## config.mk

```make
export PLATFORM = sky130hd
export DESIGN_NAME = stuffed_frame_receiver
export DESIGN_NICKNAME = d
export VERILOG_FILES = /design/src/rtl/sfr_pkg.sv /design/src/rtl/stuffed_frame_receiver.sv /design/src/rtl/sfr_parser.sv
export SDC_FILE = /design/constraint.sdc
export NUM_CORES = 1
export LEC_CHECK = 0
export ABC_AREA = 1
export BUFFER_PORTS_ARGS = -buffer_cell sky130_fd_sc_hd__buf_4
export CAP_MARGIN = 20
export CORE_UTILIZATION = 62
export CTS_BUF_LIST = sky130_fd_sc_hd__clkbuf_2
export DETAILED_ROUTE_END_ITERATION = 10
export PLACE_DENSITY = 0.81
export SYNTH_ARGS = -nofsm -noshare
export SYNTH_HDL_FRONTEND = slang
export SYNTH_SLANG_ARGS = --single-unit
```

## constraint.sdc

```tcl
create_clock -name clk -period 3.15 [get_ports clk]
set_clock_uncertainty 0.1 [all_clocks]
set_input_delay 0.63 -clock clk [delete_from_list [all_inputs] [get_ports clk]]
set_output_delay 0.63 -clock clk [all_outputs]
set_load 0.02 [all_outputs]
```

## src/rtl/sfr_pkg.sv

```systemverilog
`timescale 1ns / 1ps
// ----------------------------------------------------------------------------
// sfr_pkg: shared types and constants of the stuffed frame receiver
// Holds field widths, event kind codes, control code checks and the
// structs that pass configuration and events between the modules.
// ----------------------------------------------------------------------------
package sfr_pkg;

    // Field widths
    localparam int ByteW = 8;
    localparam int KindW = 2;
    localparam int LenW  = 10;
    localparam int IdxW  = 3;

    // Largest number of bytes stored in one info frame, BCC2 included
    localparam int MaxStored = 1024;
    localparam int CntW      = $clog2(MaxStored + 1);

    // Configuration register indexes
    localparam logic [IdxW-1:0] R_FLAG     = 3'd0;
    localparam logic [IdxW-1:0] R_ESCAPE   = 3'd1;
    localparam logic [IdxW-1:0] R_ESC_FLAG = 3'd2;
    localparam logic [IdxW-1:0] R_ESC_ESC  = 3'd3;
    localparam logic [IdxW-1:0] R_SENDER   = 3'd4;
    localparam logic [IdxW-1:0] R_RECEIVER = 3'd5;

    // Event kinds
    localparam logic [KindW-1:0] EV_PAYLOAD   = 2'd0;
    localparam logic [KindW-1:0] EV_CTRL_DONE = 2'd1;
    localparam logic [KindW-1:0] EV_INFO_DONE = 2'd2;
    localparam logic [KindW-1:0] EV_OVERFLOW  = 2'd3;

    // Control field codes
    localparam logic [ByteW-1:0] C_SET    = 8'h03;
    localparam logic [ByteW-1:0] C_DISC   = 8'h0B;
    localparam logic [ByteW-1:0] C_UA     = 8'h07;
    localparam logic [ByteW-1:0] C_RR0    = 8'h05;
    localparam logic [ByteW-1:0] C_RR1    = 8'h85;
    localparam logic [ByteW-1:0] C_REJ0   = 8'h01;
    localparam logic [ByteW-1:0] C_REJ1   = 8'h81;
    localparam logic [ByteW-1:0] C_INFO0  = 8'h00;
    localparam logic [ByteW-1:0] C_INFO1  = 8'h40;

    // Line configuration
    typedef struct packed {
        logic [ByteW-1:0] flag_byte;
        logic [ByteW-1:0] escape_byte;
        logic [ByteW-1:0] escaped_flag_byte;
        logic [ByteW-1:0] escaped_escape_byte;
        logic [ByteW-1:0] sender_address;
        logic [ByteW-1:0] receiver_address;
    } cfg_t;

    // One reported event
    typedef struct packed {
        logic [KindW-1:0] kind;
        logic [ByteW-1:0] payload;
        logic [ByteW-1:0] address;
        logic [ByteW-1:0] control;
        logic             good;
        logic [LenW-1:0]  length;
    } event_t;

    function automatic logic is_ctrl_code(input logic [ByteW-1:0] c);
        return (c == C_SET) || (c == C_DISC) || (c == C_UA) || (c == C_RR0) ||
               (c == C_RR1) || (c == C_REJ0) || (c == C_REJ1);
    endfunction

    function automatic logic is_info_code(input logic [ByteW-1:0] c);
        return (c == C_INFO0) || (c == C_INFO1);
    endfunction

endpackage

```

## src/rtl/stuffed_frame_receiver.sv

```systemverilog
`timescale 1ns / 1ps
// ----------------------------------------------------------------------------
// stuffed_frame_receiver: flag-delimited, byte-stuffed frame receiver
// Parses line bytes into frames, destuffs info payloads one byte late and
// reports payload bytes, frame completions and overflow as events.
//
//   channel   handshake            payload
//   in        in_valid/in_stall    rx_byte
//   out       out_valid/out_stall  event_kind, payload_byte, frame_address,
//                                  frame_control, bcc2_good, payload_length
//   cfg       cfg_we               cfg_index, cfg_data
//
// One line byte per cycle while in_stall is low; its event, if any, appears
// in the output register in the cycle after the transfer. Input stalls only
// while an event sits in the output register and out_stall is high. Reset
// returns the parser to the start phase and loads the default line codes
// and addresses.
// ----------------------------------------------------------------------------
module stuffed_frame_receiver (
    input  logic                      clk,
    input  logic                      rst_n,
    input  logic                      in_valid,
    output logic                      in_stall,
    input  logic [sfr_pkg::ByteW-1:0] rx_byte,
    output logic                      out_valid,
    input  logic                      out_stall,
    output logic [sfr_pkg::KindW-1:0] event_kind,
    output logic [sfr_pkg::ByteW-1:0] payload_byte,
    output logic [sfr_pkg::ByteW-1:0] frame_address,
    output logic [sfr_pkg::ByteW-1:0] frame_control,
    output logic                      bcc2_good,
    output logic [sfr_pkg::LenW-1:0]  payload_length,
    input  logic                      cfg_we,
    input  logic [sfr_pkg::IdxW-1:0]  cfg_index,
    input  logic [sfr_pkg::ByteW-1:0] cfg_data
);

    sfr_pkg::cfg_t   cfg_reg;
    sfr_pkg::event_t ev;
    sfr_pkg::event_t ev_out_reg;
    logic            ev_valid;
    logic            out_valid_reg;
    logic            in_xfer;

    assign in_stall = out_valid_reg && out_stall;
    assign in_xfer  = in_valid && !in_stall;

    // Write configuration registers
    always_ff @(posedge clk or negedge rst_n)
    begin
        if (!rst_n)
        begin
            cfg_reg.flag_byte           <= 8'h7E;
            cfg_reg.escape_byte         <= 8'h7D;
            cfg_reg.escaped_flag_byte   <= 8'h5E;
            cfg_reg.escaped_escape_byte <= 8'h5D;
            cfg_reg.sender_address      <= 8'h03;
            cfg_reg.receiver_address    <= 8'h01;
        end
        else if (cfg_we)
        begin
            unique case (cfg_index)
                sfr_pkg::R_FLAG:     cfg_reg.flag_byte           <= cfg_data;
                sfr_pkg::R_ESCAPE:   cfg_reg.escape_byte         <= cfg_data;
                sfr_pkg::R_ESC_FLAG: cfg_reg.escaped_flag_byte   <= cfg_data;
                sfr_pkg::R_ESC_ESC:  cfg_reg.escaped_escape_byte <= cfg_data;
                sfr_pkg::R_SENDER:   cfg_reg.sender_address      <= cfg_data;
                sfr_pkg::R_RECEIVER: cfg_reg.receiver_address    <= cfg_data;
                default:             ;
            endcase
        end
    end

    sfr_parser u_parser (
        .clk      (clk),
        .rst_n    (rst_n),
        .step     (in_xfer),
        .rx_byte  (rx_byte),
        .cfg      (cfg_reg),
        .ev_valid (ev_valid),
        .ev       (ev)
    );

    // Output register: load on a new event, drop after its transfer
    always_ff @(posedge clk or negedge rst_n)
    begin
        if (!rst_n)
            out_valid_reg <= 1'b0;
        else if (in_xfer && ev_valid)
            out_valid_reg <= 1'b1;
        else if (!out_stall)
            out_valid_reg <= 1'b0;
    end

    always_ff @(posedge clk)
    begin
        if (in_xfer && ev_valid)
            ev_out_reg <= ev;
    end

    assign out_valid      = out_valid_reg;
    assign event_kind     = ev_out_reg.kind;
    assign payload_byte   = ev_out_reg.payload;
    assign frame_address  = ev_out_reg.address;
    assign frame_control  = ev_out_reg.control;
    assign bcc2_good      = ev_out_reg.good;
    assign payload_length = ev_out_reg.length;

endmodule

```

## src/rtl/sfr_parser.sv

```systemverilog
`timescale 1ns / 1ps
// ----------------------------------------------------------------------------
// sfr_parser: frame parse state machine
// Moves the parse state one line byte per transfer, destuffs the info
// payload, tracks the running XOR and byte count, and flags an event.
// ----------------------------------------------------------------------------
module sfr_parser (
    input  logic                     clk,
    input  logic                     rst_n,
    input  logic                     step,
    input  logic [sfr_pkg::ByteW-1:0] rx_byte,
    input  sfr_pkg::cfg_t            cfg,
    output logic                     ev_valid,
    output sfr_pkg::event_t          ev
);

    typedef enum logic [2:0] {
        PH_START,
        PH_FLAG,
        PH_ADDR,
        PH_CTRL,
        PH_BCC1,
        PH_DATA
    } phase_t;

    localparam logic [sfr_pkg::CntW-1:0] MaxCnt = sfr_pkg::CntW'(sfr_pkg::MaxStored);

    phase_t                      phase_reg, phase_next;
    logic                        esc_reg, esc_next;
    logic [sfr_pkg::ByteW-1:0]   addr_reg, addr_next;
    logic [sfr_pkg::ByteW-1:0]   ctrl_reg, ctrl_next;
    logic [sfr_pkg::ByteW-1:0]   hbyte_reg, hbyte_next;
    logic                        hv_reg, hv_next;
    logic [sfr_pkg::ByteW-1:0]   xor_reg, xor_next;
    logic [sfr_pkg::CntW-1:0]    cnt_reg, cnt_next;

    // Working copies: a fresh frame starts from cleared values
    logic                        esc_eff;
    logic                        hv_eff;
    logic [sfr_pkg::ByteW-1:0]   xor_eff;
    logic [sfr_pkg::CntW-1:0]    cnt_eff;
    logic                        do_data;
    logic                        do_store;
    logic [sfr_pkg::ByteW-1:0]   store_val;
    logic [sfr_pkg::CntW-1:0]    cnt_dec;
    logic [sfr_pkg::CntW+sfr_pkg::LenW-1:0] len_wide;

    assign cnt_dec  = cnt_eff - sfr_pkg::CntW'(1);
    assign len_wide = {{sfr_pkg::LenW{1'b0}}, cnt_dec};

    // Next state and event for one line byte
    always_comb
    begin
        phase_next = phase_reg;
        esc_next   = esc_reg;
        addr_next  = addr_reg;
        ctrl_next  = ctrl_reg;
        hbyte_next = hbyte_reg;
        hv_next    = hv_reg;
        xor_next   = xor_reg;
        cnt_next   = cnt_reg;
        esc_eff    = esc_reg;
        hv_eff     = hv_reg;
        xor_eff    = xor_reg;
        cnt_eff    = cnt_reg;
        do_data    = 1'b0;
        do_store   = 1'b0;
        store_val  = rx_byte;
        ev_valid   = 1'b0;
        ev.kind    = sfr_pkg::EV_PAYLOAD;
        ev.payload = '0;
        ev.address = addr_reg;
        ev.control = ctrl_reg;
        ev.good    = 1'b0;
        ev.length  = '0;

        if (step)
        begin
            unique case (phase_reg)
                PH_START:
                begin
                    if (rx_byte == cfg.flag_byte)
                        phase_next = PH_FLAG;
                end
                PH_FLAG:
                begin
                    if (rx_byte == cfg.sender_address || rx_byte == cfg.receiver_address)
                    begin
                        addr_next  = rx_byte;
                        phase_next = PH_ADDR;
                    end
                    else if (rx_byte != cfg.flag_byte)
                        phase_next = PH_START;
                end
                PH_ADDR:
                begin
                    if (sfr_pkg::is_ctrl_code(rx_byte) || sfr_pkg::is_info_code(rx_byte))
                    begin
                        ctrl_next  = rx_byte;
                        phase_next = PH_CTRL;
                    end
                    else
                        phase_next = (rx_byte == cfg.flag_byte) ? PH_FLAG : PH_START;
                end
                PH_CTRL:
                begin
                    if ((addr_reg ^ ctrl_reg) == rx_byte)
                        phase_next = PH_BCC1;
                    else
                        phase_next = (rx_byte == cfg.flag_byte) ? PH_FLAG : PH_START;
                end
                PH_BCC1:
                begin
                    if (rx_byte == cfg.flag_byte)
                    begin
                        phase_next = PH_START;
                        if (sfr_pkg::is_ctrl_code(ctrl_reg))
                        begin
                            ev_valid = 1'b1;
                            ev.kind  = sfr_pkg::EV_CTRL_DONE;
                        end
                    end
                    else if (!sfr_pkg::is_info_code(ctrl_reg))
                        phase_next = PH_START;
                    else
                    begin
                        // open the payload with cleared frame state
                        phase_next = PH_DATA;
                        esc_eff    = 1'b0;
                        hv_eff     = 1'b0;
                        xor_eff    = '0;
                        cnt_eff    = '0;
                        esc_next   = 1'b0;
                        hv_next    = 1'b0;
                        xor_next   = '0;
                        cnt_next   = '0;
                        do_data    = 1'b1;
                    end
                end
                PH_DATA:
                    do_data = 1'b1;
                default:
                    phase_next = PH_START;
            endcase

            // Destuff a payload byte or close the frame
            if (do_data)
            begin
                if (esc_eff)
                begin
                    esc_next = 1'b0;
                    if (rx_byte == cfg.escaped_escape_byte)
                    begin
                        do_store  = 1'b1;
                        store_val = cfg.escape_byte;
                    end
                    else if (rx_byte == cfg.escaped_flag_byte)
                    begin
                        do_store  = 1'b1;
                        store_val = cfg.flag_byte;
                    end
                    else
                        phase_next = (rx_byte == cfg.flag_byte) ? PH_FLAG : PH_START;
                end
                else if (rx_byte == cfg.escape_byte)
                    esc_next = 1'b1;
                else if (rx_byte == cfg.flag_byte)
                begin
                    phase_next = PH_START;
                    ev_valid   = 1'b1;
                    ev.kind    = sfr_pkg::EV_INFO_DONE;
                    if (hv_eff && cnt_eff != '0)
                    begin
                        ev.good   = (xor_eff == hbyte_reg);
                        ev.length = len_wide[sfr_pkg::LenW-1:0];
                    end
                end
                else
                    do_store = 1'b1;
            end

            // Store one byte; release the held one
            if (do_store)
            begin
                if (cnt_eff >= MaxCnt)
                begin
                    phase_next = PH_START;
                    esc_next   = 1'b0;
                    hv_next    = 1'b0;
                    ev_valid   = 1'b1;
                    ev.kind    = sfr_pkg::EV_OVERFLOW;
                end
                else
                begin
                    if (hv_eff)
                    begin
                        xor_next   = xor_eff ^ hbyte_reg;
                        ev_valid   = 1'b1;
                        ev.kind    = sfr_pkg::EV_PAYLOAD;
                        ev.payload = hbyte_reg;
                    end
                    hbyte_next = store_val;
                    hv_next    = 1'b1;
                    cnt_next   = cnt_eff + sfr_pkg::CntW'(1);
                end
            end
        end
    end

    // Hold parse state
    always_ff @(posedge clk or negedge rst_n)
    begin
        if (!rst_n)
        begin
            phase_reg <= PH_START;
            esc_reg   <= 1'b0;
            addr_reg  <= '0;
            ctrl_reg  <= '0;
            hbyte_reg <= '0;
            hv_reg    <= 1'b0;
            xor_reg   <= '0;
            cnt_reg   <= '0;
        end
        else
        begin
            phase_reg <= phase_next;
            esc_reg   <= esc_next;
            addr_reg  <= addr_next;
            ctrl_reg  <= ctrl_next;
            hbyte_reg <= hbyte_next;
            hv_reg    <= hv_next;
            xor_reg   <= xor_next;
            cnt_reg   <= cnt_next;
        end
    end

    // Checks
    a_cnt_bound: assert property (@(posedge clk) disable iff (!rst_n)
        cnt_reg <= MaxCnt)
        else $error("stored count above limit");

    a_held_counted: assert property (@(posedge clk) disable iff (!rst_n)
        hv_reg |-> cnt_reg != '0)
        else $error("held byte without stored count");

    a_esc_in_data: assert property (@(posedge clk) disable iff (!rst_n)
        esc_reg |-> phase_reg == PH_DATA)
        else $error("escape pending outside payload");

    a_idle_hold: assert property (@(posedge clk) disable iff (!rst_n)
        !step |=> $stable(phase_reg) && $stable(cnt_reg) && $stable(xor_reg))
        else $error("parse state moved without a transfer");

endmodule

```

==> results of run 1 <==
==> power breakdown <==
part | internal, mW | total, mW | switching, mW
clock | 0.445 | 1.08 | 0.634
combinational | 0.214 | 0.524 | 0.310
sequential | 1.96 | 2.08 | 0.118
==> cells in the final DEF, fill, tap and decap left out, types with 4 or more instances in the layout <==
master    count
nand3_1      51
clkinv_1      4
o21ai_0      85
edfxtp_1     37
inv_2         8
xnor2_1      34
nor2_1       70
nand2_1     282
nand4_1      15
clkinv_2      4
a21oi_1      19
clkbuf_2     21
nor2_2        7
dfrtp_1      72
xor2_1       14
o211ai_1      5
buf_4        71
o21ai_1       7
nor3_1        5
inv_1        82
dfstp_2      25
or2_2         5
==> layer usage <==
layer	routed length, um	up-vias	GRT usage [%]
li1	-	2961	-
met1	7332	2897	42.27
met2	8179	289	50.31
met3	1441	46	7.472
met4	347	0	14.19
met5	0	-	0
==> worst max-delay path by stage <==
stage	slack [ns]	end
3_3_place_gp	0.17	bcc2_good
2_1_floorplan	0.23	bcc2_good
6_report	0.32	bcc2_good
4_1_cts	0.23	bcc2_good
3_5_place_dp	0.04	bcc2_good
5_1_grt	0.01	bcc2_good
==> Yosys cell counts, drive strengths merged <==
| cell | count |
|---|---|
| nand3b | 2 |
| a22oi | 1 |
| clkbuf | 12 |
| nand2 | 288 |
| a31oi | 1 |
| nand4 | 15 |
| xor2 | 14 |
| nor4 | 1 |
| nor3 | 6 |
| nand3 | 52 |
| o22ai | 2 |
| dfstp | 25 |
| ha | 3 |
| nor3b | 1 |
| or2 | 5 |
| edfxtp | 37 |
| o21ai | 92 |
| a211oi | 2 |
| buf | 13 |
| xnor2 | 34 |
| o211ai | 5 |
| dfrtp | 72 |
| inv | 93 |
| a21oi | 20 |
| o41ai | 2 |
| nor2 | 78 |
| clkinv | 2 |
==> stage by stage <==
| stage | cells | total power, mW |
|---|---|---|
| 2_1_floorplan | 878 | 2.451 |
| 3_3_place_gp | 1066 | 2.589 |
| 3_5_place_dp | 1066 | 2.621 |
| 4_1_cts | 1099 | 3.675 |
| 5_1_grt | 1099 | 3.840 |
| 6_report | 1099 | 3.679 |
==> kinds of logic after synthesis <==
| family | Yosys count | synth area share, % |
|---|---|---|
| AO/OA/AOI/OAI | 125 | 9.418 |
| XOR/XNOR | 48 | 5.926 |
| adder cells (fa/ha/maj) | 3 | 0.5292 |
| buffers and inverters | 120 | 7.160 |
| flip-flops | 134 | 50.32 |
| AND/OR/NAND/NOR | 448 | 26.65 |
==> worst max-delay path, delay by kind of cell, from the launching register on <==
| kind | cells | cell delay [ns] |
|---|---|---|
| flops | 1 | 0.46 |
| simple gates | 12 | 1.43 |
| fa+ha+maj | 1 | 0.14 |
| buf+inv | 4 | 0.47 |
==> layout make-up <==
type	instances	area (um^2)
Clock buffer	21	105.1
Sequential cell	134	3570
Inverter	95	369.1
Timing Repair Buffer	74	583.1
Clock inverter	11	132.6
Multi-Input combinational cell	624	3017
Fill cell	834	3032
Tap cell	140	175.2
==> what timing repair did <==
action / 4_1_cts / 5_1_grt
setup endpoints to repair: 0 / 1
hold buffers: 1 / 0
hold endpoints to repair: 30 / 0
buffers inserted: 0 / 0
gates resized for setup: 0 / 1
==> results by group, run 1 <==
Status
  • Status: complete, no violations

CTS
  • H-Tree Depth: 4
  • Clk pin slew, worst setup/hold paths: 0.20 ns
  • CTS tree: done
  • Worst skew pair latency: 0.75 ns
  • Clk buf depth: 2
  • Root Buffer: clkbuf_2
  • TritonCTS Buffers: 17
  • Num Clock Sinks: 134

STA
  • Slew Viols, Final: 0
  • Worst Tran Pin Value: slightly below 0.6 ns
  • Period utilisation layout: 89.82%
  • Max Clock Freq: about 0.35 GHz
  • Slew headroom: 60.22%
  • Min Tclk post-route: 2.829 ns
  • Worst Hold Margin: 0.04983 ns
  • Final setup fails: 0
  • Hold Vio Cnt, Final: 0
  • RSZ-0062 raised after global routing: no
  • PnR worst setup slack: roughly 0.32 ns
  • Setup TNS: 0 ns

Global routing
  • First-pass GRT wire length: 28.57 mm
  • Number of global-route vias before repair: 6016
  • Gr usage total: 31.99%
  • Antenna violations before repair: 0
  • Global route total overflow: 0
  • Largest net degree at the start of global routing: 55

Floorplanning
  • Core area: roughly 11000 um^2
  • Die W: 109.0 um
  • Die H: 109.0 um
  • Die Area: 11870 um^2
  • Io pins: 63
  • Initial Utilization: 64.59%
  • Cell row count: 38

Critical path
  • CP endpoint kind: flop
  • Most frequent CP cell: nor2_1
  • Critical Path Slowest Stage Cell: dfrtp_1
  • Crit path required time: ~3.6 ns
  • Delay of the slowest cell on the worst path: between 0.4 and 0.5 ns
  • Crit path launch: u_parser.ctrl_reg[5]
  • R2R setup slack: between 0.3 and 0.4 ns
  • Reg2reg start: u_parser.ctrl_reg[5]
  • Setup CP Type: flop to flop
  • R2R depth: 17
  • CP max FO: 8
  • CP arrival: 3.24 ns
  • Reg2reg end: bcc2_good
  • CP cell instances: inv_1 -> nand2_1 -> nor2_1 -> nand2_1 -> nor2_2 -> nand2_4 -> inv_2 -> nor2_1 -> inv_1 -> ha_1 -> nand3_1 -> nor4_1 -> nor3_2 -> inv_2 -> nor2_1 -> nand3_1 -> nor2_1
  • CP startpoint kind: flop

Layout
  • Antenna fix cells: 0
  • Design Area, Final: 7951 um^2
  • Layout cells sized above 1: 16.79%
  • Core Util, Final: between 70 and 80%
  • Layout area overhead: 12.08%
  • Final net count: 973
  • Largest register FFs: 48

Hold path
  • HP Start: out_stall
  • Worst Hold End: out_valid
  • Worst Hold Depth: 3
  • Worst min path class: input pin to flop

Drt
  • Post-DRT Antenna Nets: 0
  • DR vias/cell: 5.635
  • Total routed wirelength: 17.30 mm
  • Routed wire per std cell: 15.74 um
  • Vias: 6193
  • Drt pass-1 iters: 7
  • # DRC: 0
  • Drt first-iter violations: 519

Synth
  • Sequential fraction of the synthesis area: 50.32%
  • Area share of the largest cell type after synthesis: 25.40%
  • Yosys cell types: 42
  • Post-synthesis area per instance: 8.080 um^2
  • Leading area contributor after synthesis: dfrtp_1
  • Syn Inst Count: ~880
  • Yosys warns: 0
  • Mapped Area: 7094 um^2
  • Synth top area cells: dfrtp_1 25%, edfxtp_1 16%, nand2_1 15%
  • Flops & latches, synth: 134
  • Net Count, Synth: 905

Placement
  • RePlAce Congestion: 0.9585
  • Place WS: 0.03764 ns
  • Hpwl dp: 12.45 mm
  • Number of port buffers: 62
  • Placed cell area: 7704 um^2

Pwr
  • PD cells: 462.7 nW/um^2
  • Leak pwr: 3.812 nW
  • Worst vdd ir: 446.3 uV

Run
  • # Max-Cap Violations: 0
Power figures use the tool's default switching activity.
==> inputs of run 2 (changes only) <==
- PLACE_DENSITY: 0.81 -> 0.87
==> results by group, run 2 (same netlist as run 1, synthesis figures left out) <==
Layout
  • Filler Cells Inserted: 827
  • Design Area, Final: 8013 um^2
  • Layout cells sized above 1: 16.96%
  • Commonest non-fill, non-tap cell in the layout: nand2_1
  • Largest register FFs: 48
  • Reg area: ~3600 um^2
  • Multi-input logic area: roughly 3000 um^2
  • Antenna fix cells: 0
  • Core Util, Final: 72.96%
  • Final net count: about 980
  • Layout area overhead: 12.95%
  • Highest-count cells in the layout ignoring fill and taps: 282 x nand2_1, 85 x o21ai_0, 83 x inv_1, 73 x buf_4, 72 x dfrtp_1

Global routing
  • Gr usage total: 31.66%
  • First-pass GRT wire length: around 28 mm
  • Largest net degree at the start of global routing: 54
  • Global route total overflow: 0
  • Number of global-route vias before repair: slightly below 6000
  • Antenna violations before repair: 0

STA
  • Period utilisation layout: 92.39%
  • RSZ-0062 raised after global routing: no
  • Min Tclk post-route: 2.910 ns
  • Setup TNS: 0 ns
  • PnR worst setup slack: ~0.24 ns
  • Max Clock Freq: between 0.3 and 0.4 GHz
  • Final setup fails: 0
  • Slew Viols, Final: 0
  • Hold Vio Cnt, Final: 0
  • Slew headroom: ~60%
  • Worst Tran Pin Value: about 0.6 ns

Pwr
  • Worst vdd ir: 359.9 uV
  • P_sw: 1.051 mW
  • Net Sw Frac: 27.45%
  • Gate power share: approximately 14%
  • Clk pwr share: 32.2%
  • Cell internal pwr: 2.778 mW
  • Sequential share of power: 54.2%
  • PD cells: about 480 nW/um^2
  • Leak pwr: 3.850 nW

Placement
  • Placed cell area: between 7000 and 8000 um^2
  • Place WS: 0.07860 ns
  • Number of port buffers: slightly above 60
  • RePlAce Congestion: ~0.93
  • Hpwl dp: about 12 mm

Drt
  • Post-DRT Antenna Nets: 0
  • Drt first-iter violations: 450
  • # DRC: 0
  • Routed wire per std cell: 15.63 um
  • Vias: 6180
  • Drt pass-1 iters: 6
  • DR vias/cell: about 5.6
  • Total routed wirelength: about 17 mm

CTS
  • Post-cts hold buffer count: 1
  • CTS tree: done
  • Worst skew pair latency: about 0.75 ns
  • Clk pin slew, worst setup/hold paths: 0.18 ns
  • Num Clock Sinks: 134
  • Clk buf depth: 2
  • TritonCTS Buffers: 17
  • H-Tree Depth: 4
  • Post-CTS resize count: 0
  • Root Buffer: clkbuf_2
  • Post-CTS Setup Bufs: 0

Critical path
  • Critical Path End: bcc2_good
  • CP startpoint kind: flop
  • CP arrival: between 3 and 4 ns
  • R2R depth: 17
  • Crit path launch: u_parser.ctrl_reg[4]
  • CP max FO: 8
  • R2R setup slack: roughly 0.24 ns
  • Crit path required time: 3.55 ns
  • Reg2reg start: u_parser.ctrl_reg[4]
  • Setup CP Type: flop to flop
  • Reg2reg end: bcc2_good
  • CP endpoint kind: flop

Floorplanning
  • Core area: 10980 um^2
  • Die H: 109.0 um
  • Die W: 109.0 um
  • Die Area: 11870 um^2
  • Cell row count: 38
  • Io pins: 63
  • Initial Utilization: 64.59%

Run
  • # Max-Cap Violations: 0

Status
  • Status: complete, no violations

Hold path
  • Worst min path class: input pin to flop
[run 2: worst min-delay path by stage]
stage	end	depth (start not counted)	from
6_report	out_valid	3	out_stall
5_1_grt	out_valid	3	out_stall
4_1_cts	out_valid	3	out_stall
3_5_place_dp	frame_control[2]	0	u_parser.ctrl_reg[2]
3_3_place_gp	frame_control[2]	0	u_parser.ctrl_reg[2]
2_1_floorplan	cfg_reg[10]	0	rst_n
[run 2: layer usage]
layer / vias up / track usage, % / part of all wire (%)
met2: 294 / 50.90 / 48
met4: 0 / 14.67 / 2.7
met1: 2874 / 40.62 / 42
met5: - / 0 / 0
li1: 2965 / - / -
met3: 47 / 7.472 / 7.6
[run 2: power by group through the flow]
stage | clock (mW) | sequential [mW] | combinational, mW
3_3_place_gp | 0 | 2.10 | 0.487
5_1_grt | 1.30 | 2.09 | 0.595
3_5_place_dp | 0 | 2.10 | 0.513
2_1_floorplan | 0 | 2.07 | 0.384
4_1_cts | 1.23 | 2.07 | 0.519
6_report | 1.23 | 2.08 | 0.520
[run 2: layout make-up]
cell class,count,area share [%]
clock buffers,21,1.312
clock inverters,11,2.233
flip-flops and latches,134,44.55
inverters,95,4.606
well taps,140,2.186
multi-input cells,624,37.65
repair buffers,76,7.464
[run 2: critical path, cell delays in order (launching register included)]
cell and delay (ns):
dfrtp_1 0.49, inv_1 0.09, nand2_1 0.07, nor2_1 0.12, nand2_1 0.08, nor2_2 0.20, nand2_4 0.13, inv_2 0.15
nor2_1 0.08, inv_1 0.07, ha_1 0.14, nand3_1 0.07, nor4_1 0.32, nor3_2 0.09, inv_1 0.25, nor2_1 0.09
nand3_1 0.09, nor2_1 0.04
[run 2: metrics by stage]
step | total power [mW] | cells | hold WS, ns
2_1_floorplan | 2.451 | 878 | 0.2344
3_3_place_gp | 2.586 | 1068 | 0.3312
3_5_place_dp | 2.618 | 1068 | 0.3367
4_1_cts | 3.825 | 1101 | 0.04446
5_1_grt | 3.988 | 1101 | 0.06159
6_report | 3.829 | 1101 | 0.07928
